### src/design/assert_macros.svh
// Assertion macros, included by sorted_key_buffer.sv.
`ifndef ASSERT_MACROS_SVH
`define ASSERT_MACROS_SVH

// Same-cycle implication, off while reset is asserted.
`define ASSERT_SAME(label, clk, rst_n, ante, cons) \
    label: assert property (@(posedge clk) disable iff (!rst_n) (ante) |-> (cons)) \
        else $error("same-cycle check failed");

// Next-cycle implication, off while reset is asserted.
`define ASSERT_NEXT(label, clk, rst_n, ante, cons) \
    label: assert property (@(posedge clk) disable iff (!rst_n) (ante) |=> (cons)) \
        else $error("next-cycle check failed");

`endif

### src/design/skb_pkg.sv
// Types and constants shared by the sorted key buffer files.
package skb_pkg;

    localparam int DEPTH  = 16;
    localparam int KEY_W  = 32;
    localparam int CNT_W  = $clog2(DEPTH + 1);
    localparam int CFG_W  = 5;
    localparam int RANK_W = 5;

    typedef enum logic [1:0] {
        OP_INSERT = 2'd0,
        OP_POP    = 2'd1,
        OP_RANK   = 2'd2,
        OP_NONE   = 2'd3
    } t_opcode;

    typedef enum logic [1:0] {
        MODE_INSERT       = 2'd0,
        MODE_INSERT_EVICT = 2'd1,
        MODE_POP          = 2'd2,
        MODE_HOLD         = 2'd3
    } t_cell_mode;

    typedef struct packed {
        logic       upd;
        t_cell_mode mode;
    } t_cell_ctl;

    typedef struct packed {
        logic [1:0]         opcode;
        logic signed [31:0] key;
    } t_skb_item;

    typedef struct packed {
        logic               out_valid;
        logic signed [31:0] out_key;
        logic [4:0]         rank;
        logic [4:0]         fill_count;
        logic signed [31:0] smallest;
        logic signed [31:0] largest;
        logic               is_empty;
        logic               is_full;
    } t_skb_result;

endpackage

### src/design/sorted_key_buffer.sv
// Top level of the sorted key buffer: a row of compare-and-shift cells.
//
//  channel   | direction | transfer when        | payload
//  ----------+-----------+----------------------+---------------------------
//  command   | in        | start && !busy       | i_item (opcode, key)
//  result    | out       | o_strobe             | o_result (status, keys)
//  config    | in        | i_cfg_we             | i_cfg_wdata (capacity)
//
// For every command all cells compare against the broadcast key. On an insert,
// or a non-empty pop, they shift one place; the result strobes the next cycle.
// busy stays low, so a command may be issued every cycle.
// Reset (synchronous) clears the fill count and sets capacity to 16; the key
// cells are not cleared, only cells below the fill count are ever read.
// The receiver cannot stall: each result is shown for exactly one cycle.
module sorted_key_buffer (
    input  logic                  i_clk,
    input  logic                  i_rst_n,
    input  logic                  start,
    output logic                  busy,
    input  skb_pkg::t_skb_item    i_item,
    output logic                  o_strobe,
    output skb_pkg::t_skb_result  o_result,
    input  logic                  i_cfg_we,
    input  logic [skb_pkg::CFG_W-1:0] i_cfg_wdata
);
    import skb_pkg::*;

    localparam int WIDE_W = CNT_W + CFG_W;

    logic [CNT_W-1:0]        r_count;
    logic [CNT_W-1:0]        n_count;
    logic [CFG_W-1:0]        r_cap;
    logic                    r_strobe;
    logic                    r_valid;
    logic signed [KEY_W-1:0] r_out_key;
    logic [RANK_W-1:0]       r_rank;

    logic                    accept;
    logic [1:0]              op;
    logic [WIDE_W-1:0]       cap_wide;
    logic [CNT_W-1:0]        cap_eff;
    logic                    evict;
    logic                    pop_ok;
    logic                    take_key;
    t_cell_ctl               ctl;

    logic signed [KEY_W-1:0] w_key [DEPTH];
    logic [DEPTH-1:0]        w_le;
    logic [DEPTH-1:0]        w_lt;
    logic [DEPTH-1:0]        w_occ;
    logic [DEPTH:0]          boundary;
    logic [CNT_W-1:0]        rank_full;
    logic signed [KEY_W-1:0] largest;

    assign busy   = 1'b0;
    assign accept = start && !busy;
    assign op     = i_item.opcode;

    // Clamp the capacity register into 1 .. DEPTH
    assign cap_wide = WIDE_W'(r_cap);
    always_comb begin
        if (r_cap == '0) begin
            cap_eff = CNT_W'(1);
        end else if (cap_wide > WIDE_W'(DEPTH)) begin
            cap_eff = CNT_W'(DEPTH);
        end else begin
            cap_eff = CNT_W'(cap_wide);
        end
    end

    assign evict    = (r_count >= cap_eff);
    assign pop_ok   = (r_count != '0);
    assign take_key = ((op == OP_INSERT) && evict) || ((op == OP_POP) && pop_ok);

    // Drive the row control
    always_comb begin
        ctl.upd  = accept && ((op == OP_INSERT) || ((op == OP_POP) && pop_ok));
        ctl.mode = MODE_HOLD;
        case (op)
            OP_INSERT: ctl.mode = evict ? MODE_INSERT_EVICT : MODE_INSERT;
            OP_POP:    ctl.mode = MODE_POP;
            default:   ctl.mode = MODE_HOLD;
        endcase
    end

    // Build the cell row, neighbors wired left and right
    for (genvar g = 0; g < DEPTH; g++) begin : g_cell
        assign w_occ[g] = (CNT_W'(g) < r_count);
        skb_cell u_cell (
            .i_clk      (i_clk),
            .i_ctl      (ctl),
            .i_new_key  (i_item.key),
            .i_occ      (w_occ[g]),
            .i_first    (g == 0),
            .i_prev_key ((g == 0) ? i_item.key : w_key[(g == 0) ? 0 : g - 1]),
            .i_prev_le  ((g == 0) ? 1'b1 : w_le[(g == 0) ? 0 : g - 1]),
            .i_next_key (w_key[(g == DEPTH - 1) ? g : g + 1]),
            .i_next_le  ((g == DEPTH - 1) ? 1'b0 : w_le[(g == DEPTH - 1) ? g : g + 1]),
            .o_key      (w_key[g]),
            .o_le       (w_le[g]),
            .o_lt       (w_lt[g])
        );
    end

    // Find the edge of the less-than prefix and encode its position
    always_comb begin
        boundary  = '0;
        rank_full = '0;
        for (int j = 0; j <= DEPTH; j++) begin
            boundary[j] = ((j == 0) ? 1'b1 : w_lt[(j == 0) ? 0 : j - 1])
                       && !((j == DEPTH) ? 1'b0 : w_lt[(j == DEPTH) ? 0 : j]);
        end
        for (int j = 0; j <= DEPTH; j++) begin
            if (boundary[j]) begin
                rank_full = rank_full | CNT_W'(j);
            end
        end
    end

    // Next fill count
    always_comb begin
        n_count = r_count;
        if (accept) begin
            if ((op == OP_INSERT) && !evict) begin
                n_count = r_count + CNT_W'(1);
            end else if ((op == OP_POP) && pop_ok) begin
                n_count = r_count - CNT_W'(1);
            end
        end
    end

    // Control registers
    always_ff @(posedge i_clk) begin
        if (!i_rst_n) begin
            r_count  <= '0;
            r_cap    <= CFG_W'(16);
            r_strobe <= 1'b0;
        end else begin
            r_count  <= n_count;
            r_strobe <= accept;
            if (i_cfg_we) begin
                r_cap <= i_cfg_wdata;
            end
        end
    end

    // Capture the per-command result fields
    always_ff @(posedge i_clk) begin
        if (accept) begin
            r_valid   <= take_key;
            r_out_key <= take_key ? w_key[0] : '0;
            r_rank    <= (op == OP_RANK) ? RANK_W'(rank_full) : '0;
        end
    end

    // Select the last occupied cell for the largest key
    always_comb begin
        largest = '0;
        for (int i = 0; i < DEPTH; i++) begin
            if (r_count == CNT_W'(i + 1)) begin
                largest = largest | w_key[i];
            end
        end
    end

    // Drive the result
    assign o_strobe            = r_strobe;
    assign o_result.out_valid  = r_valid;
    assign o_result.out_key    = r_out_key;
    assign o_result.rank       = r_rank;
    assign o_result.fill_count = 5'(r_count);
    assign o_result.smallest   = pop_ok ? w_key[0] : '0;
    assign o_result.largest    = largest;
    assign o_result.is_empty   = !pop_ok;
    assign o_result.is_full    = evict;

`include "assert_macros.svh"

    `ASSERT_SAME(a_count_bound, i_clk, i_rst_n, 1'b1, r_count <= CNT_W'(DEPTH))
    `ASSERT_NEXT(a_pop_empty, i_clk, i_rst_n,
        accept && (op == OP_POP) && !pop_ok, o_strobe && !o_result.out_valid)
    `ASSERT_NEXT(a_insert_fills, i_clk, i_rst_n,
        accept && (op == OP_INSERT), o_strobe && !o_result.is_empty)
    `ASSERT_NEXT(a_rank_state, i_clk, i_rst_n,
        accept && (op == OP_RANK), o_strobe && $stable(r_count))

endmodule

### src/design/skb_cell.sv
// One compare-and-shift cell of the sorted key row.
module skb_cell (
    input  logic                      i_clk,
    input  skb_pkg::t_cell_ctl        i_ctl,
    input  logic signed [skb_pkg::KEY_W-1:0] i_new_key,
    input  logic                      i_occ,
    input  logic                      i_first,
    input  logic signed [skb_pkg::KEY_W-1:0] i_prev_key,
    input  logic                      i_prev_le,
    input  logic signed [skb_pkg::KEY_W-1:0] i_next_key,
    input  logic                      i_next_le,
    output logic signed [skb_pkg::KEY_W-1:0] o_key,
    output logic                      o_le,
    output logic                      o_lt
);
    import skb_pkg::*;

    logic signed [KEY_W-1:0] r_key;
    logic signed [KEY_W-1:0] n_key;

    // Compare the held key against the broadcast key
    assign o_le  = i_occ && (r_key <= i_new_key);
    assign o_lt  = i_occ && (r_key <  i_new_key);
    assign o_key = r_key;

    // Pick the next key from self, neighbors or the new key
    always_comb begin
        case (i_ctl.mode)
            MODE_INSERT: begin
                if (o_le) begin
                    n_key = r_key;
                end else if (i_prev_le) begin
                    n_key = i_new_key;
                end else begin
                    n_key = i_prev_key;
                end
            end
            MODE_INSERT_EVICT: begin
                if (i_next_le) begin
                    n_key = i_next_key;
                end else if (i_first || o_le) begin
                    n_key = i_new_key;
                end else begin
                    n_key = r_key;
                end
            end
            MODE_POP: n_key = i_next_key;
            default:  n_key = r_key;
        endcase
    end

    // Hold the key unless an update is issued
    always_ff @(posedge i_clk) begin
        if (i_ctl.upd) begin
            r_key <= n_key;
        end
    end

endmodule
### config.mk
export PLATFORM = sky130hd
export DESIGN_NAME = sorted_key_buffer
export DESIGN_NICKNAME = d
export VERILOG_FILES = /design/src/design/skb_pkg.sv /design/src/design/sorted_key_buffer.sv /design/src/design/skb_cell.sv
export VERILOG_INCLUDE_DIRS = /design/src /design/src/design
export SDC_FILE = /design/constraint.sdc
export NUM_CORES = 2
export LEC_CHECK = 0
export BUFFER_PORTS_ARGS = -buffer_cell sky130_fd_sc_hd__buf_2
export CAP_MARGIN = 10
export CORE_ASPECT_RATIO = 1.2
export CORE_MARGIN = 2
export CORE_UTILIZATION = 50
export CTS_CLUSTER_SIZE = 24
export DETAILED_ROUTE_END_ITERATION = 12
export PLACE_DENSITY_LB_ADDON = 0.3
export SYNTH_ARGS = -nofsm -noshare
export SYNTH_HDL_FRONTEND = slang
export SYNTH_SLANG_ARGS = --single-unit
### constraint.sdc
create_clock -name i_clk -period 23.5 [get_ports i_clk]
set_clock_uncertainty 0.2 [all_clocks]
set_input_delay 1.175 -clock i_clk [delete_from_list [all_inputs] [get_ports i_clk]]
set_output_delay 1.175 -clock i_clk [all_outputs]
set_load 0.02 [all_outputs]
==> results.toml <==
[run_status]
status = "finished clean"

[synthesis]
synth_top_area_cell = "edfxtp_1"
synth_area_leaders = "edfxtp_1, ha_1, mux2i_1"
synth_top_area_share_pct = 31.5
ys_seq_elements = 561
yosys_warnings = 0
syn-cell-area_um2 = 52500
async_flop_share_pct = 0
synthCells = 5764
synth_most_common_cell = "edfxtp_1"
ys_seq_area_share_pct = 31.9
synthFlopType = "edfxtp_1"
avgSynthCellArea_um2 = 9.11
synthTopCellsByCount = "edfxtp_1, ha_1, a21oi_1"
synth_edf_count = 550
synth_cell_types = 85
syn_nets = 6333

[run]
maxCapViolCount = 0

[global_route]
overflow = 0
grtUsageTotal_pct = 40.1
grt_pass1_vias = 48800
grt_first_pass_wirelength_um = 327000
antenna_found_initial = 12
grt_max_degree = 147

[layout]
stdcell_count = 7041
syn_to_final_growth_pct = 7.68
n_fill_cell = 9475
nets = 6173
multi_input_area_um2 = 33600
drive_above_1_share_pct = 9.66
final_core_util_pct = 54.1
seqCellArea_um2 = 16700

[worst_setup_path]
endpoint_kind = "register"
worstPathRequired_ns = 23.59
worstPathArrival_ns = 7.25
setup.worst_path.class = "register to register"
crit_fanout = 66
worstSetupStartpointType = "register"

[clock_tree]
cts_made_buffers = 70
cts_buffer_depth = 3
cts-root-buf = "clkbuf_16"
h-tree-depth = 3
cts_tree = "yes"
cts_resized = 0
clk_pin_slew_worst_paths_ns = 0.06
post_cts_buffers = 0
cts_sinks = 561
clk_latency_ns = 0.67
ctsHoldBuffers = 0

[floorplan]
num_rows = 130
die_area_um2 = 108000
dieWidth_um = 300
coreArea_um2 = 104000
start_util_pct = 50.3
io_pins = 154
die_h_um = 359

[route]
ant_nets = 0
drt-total-wl_um = 223000
drtPass1Iterations = 12
wl_per_cell_um = 31.7
vias_per_cell = 7.46
via_count = 52600
drc_errors = 0
dr.first_iter.drc_count = 9348

[place]
portBuffers = 152
dp_hpwl_um = 157000
gp_congestion = 1.05
numPlacedInstances = 6918
pre_cts_ws_ns = 16.46

[sta]
fin_crit_sh_pct = 30.5
setup_viol = 0
slew_viol_final = 0
worst_pin_slew_ns = 1.28
fin_ws_ns = 16.33
hold_viol = 0
fmax_mhz = 140
finalCriticalPeriod_ns = 7.17
tns_ns = 0
maxSlewHeadroom_pct = 14.3
grt_setup_unrepaired = "false"

[power_and_ir_drop]
p_sw_share_pct = 39.4
power_uw = 3840
irDropWorstVdd_mv = 0.0642
p_comb_share_pct = 36.5
seqPwrFrac_pct = 35.6
p_leak_uw = 0.0232
p_int_uw = 2320
power_density_nw_per_um2 = 67.9
switchingPower_uw = 1510
clkPwrFrac_pct = 27.9

[worst_hold_path]
hold_path.class = "register to register"
## per-stage QoR
| stage | area [µm²] | hold slack [ns] |
|---|---|---|
| 6_report | 56500 | 0.344 |
| 5_1_grt | 56500 | 0.370 |
| 4_1_cts | 56500 | 0.345 |
| 3_5_place_dp | 54400 | 0.327 |
| 3_3_place_gp | 54400 | 0.319 |
| 2_1_floorplan | 52500 | 0.283 |
## final cells by class
| cell class | count | share of cell area (%) |
|---|---|---|
| clock buffers | 96 | 3.40 |
| flip-flops and latches | 561 | 29.6 |
| inverters | 152 | 1.02 |
| multi-input cells | 4536 | 59.4 |
| well taps | 1386 | 3.07 |
| diodes | 5 | 0.0221 |
| clock inverters | 22 | 0.279 |
| repair buffers | 283 | 3.15 |
## sequential cells by signal, summed over array words and instances (netlist names)
register and flops:
r_cap 5, r_rank 5, r_count 5, o_strobe 1
r_out_key 32, r_valid 1, g_cell.u_cell.o_key 512
## placed cells by master (no fill, tap or decap), types with 150 or more instances in the layout
cell type,instances
a21oi_1,506
edfxtp_1,550
o21ai_0,379
buf_2,152
nand3_1,201
a22oi_1,166
mux2i_1,438
nand2_1,407
nor2_1,304
inv_1,150
ha_1,523
## per-layer routing
metal / vias up / global-route usage (%) / wire, µm
met1: 24900 / 53.2 / 82600
met4: 10 / 23.6 / 15100
li1: 22500 / - / -
met5: - / 0.719 / 155
met2: 4316 / 56.9 / 91700
met3: 797 / 12.6 / 33400
## worst paths after layout
check                               start                                     to  slack [ns]  cells past startpoint
setup reg to reg  r_count[0]$_SDFFE_PN0P_  g_cell[13].u_cell.o_key[25]$_DFFE_PP_       16.33                     15
setup / recovery  r_count[0]$_SDFFE_PN0P_  g_cell[13].u_cell.o_key[25]$_DFFE_PP_       16.33                     15
hold reg to reg     r_cap[1]$_SDFFE_PN0P_                  r_cap[1]$_SDFFE_PN0P_        0.34                      2
hold / removal      r_cap[1]$_SDFFE_PN0P_                  r_cap[1]$_SDFFE_PN0P_        0.34                      2
## power by group through the flow
stage	Clock, µW	Combinational (µW)	Sequential [µW]
3_5_place_dp	0	1350	1370
5_1_grt	1100	1500	1370
2_1_floorplan	0	959	1340
6_report	1070	1400	1370
4_1_cts	1070	1350	1350
3_3_place_gp	0	1320	1370
## cell families (layout without fill, tap and decap cells)
family	count (synthesis)	count (layout)	share of synthesized area, %
AO/OA/AOI/OAI	2060	2060	27.3
AND/OR/NAND/NOR	1415	1415	12.9
buffers and inverters	667	553	4.98
flip-flops	561	561	31.9
multiplexers	530	530	10.3
adder cells (fa/ha/maj)	526	526	12.5
XOR/XNOR	4	4	0.0668
other	1	6	0.00714
## worst max-delay path: stages (launching register included)
cell	delay, ns
dfxtp_1	0.60
inv_1	0.28
ha_1	0.35
nand2b_1	0.14
a21o_1	0.17
a21o_1	0.17
a21o_1	0.18
a21oi_1	0.29
nor2_1	0.07
nor2_1	0.36
inv_1	0.18
ha_1	0.27
nor2_4	0.78
buf_4	0.85
buf_4	0.88
buf_4	0.78
(Power assumes the default switching activity.)
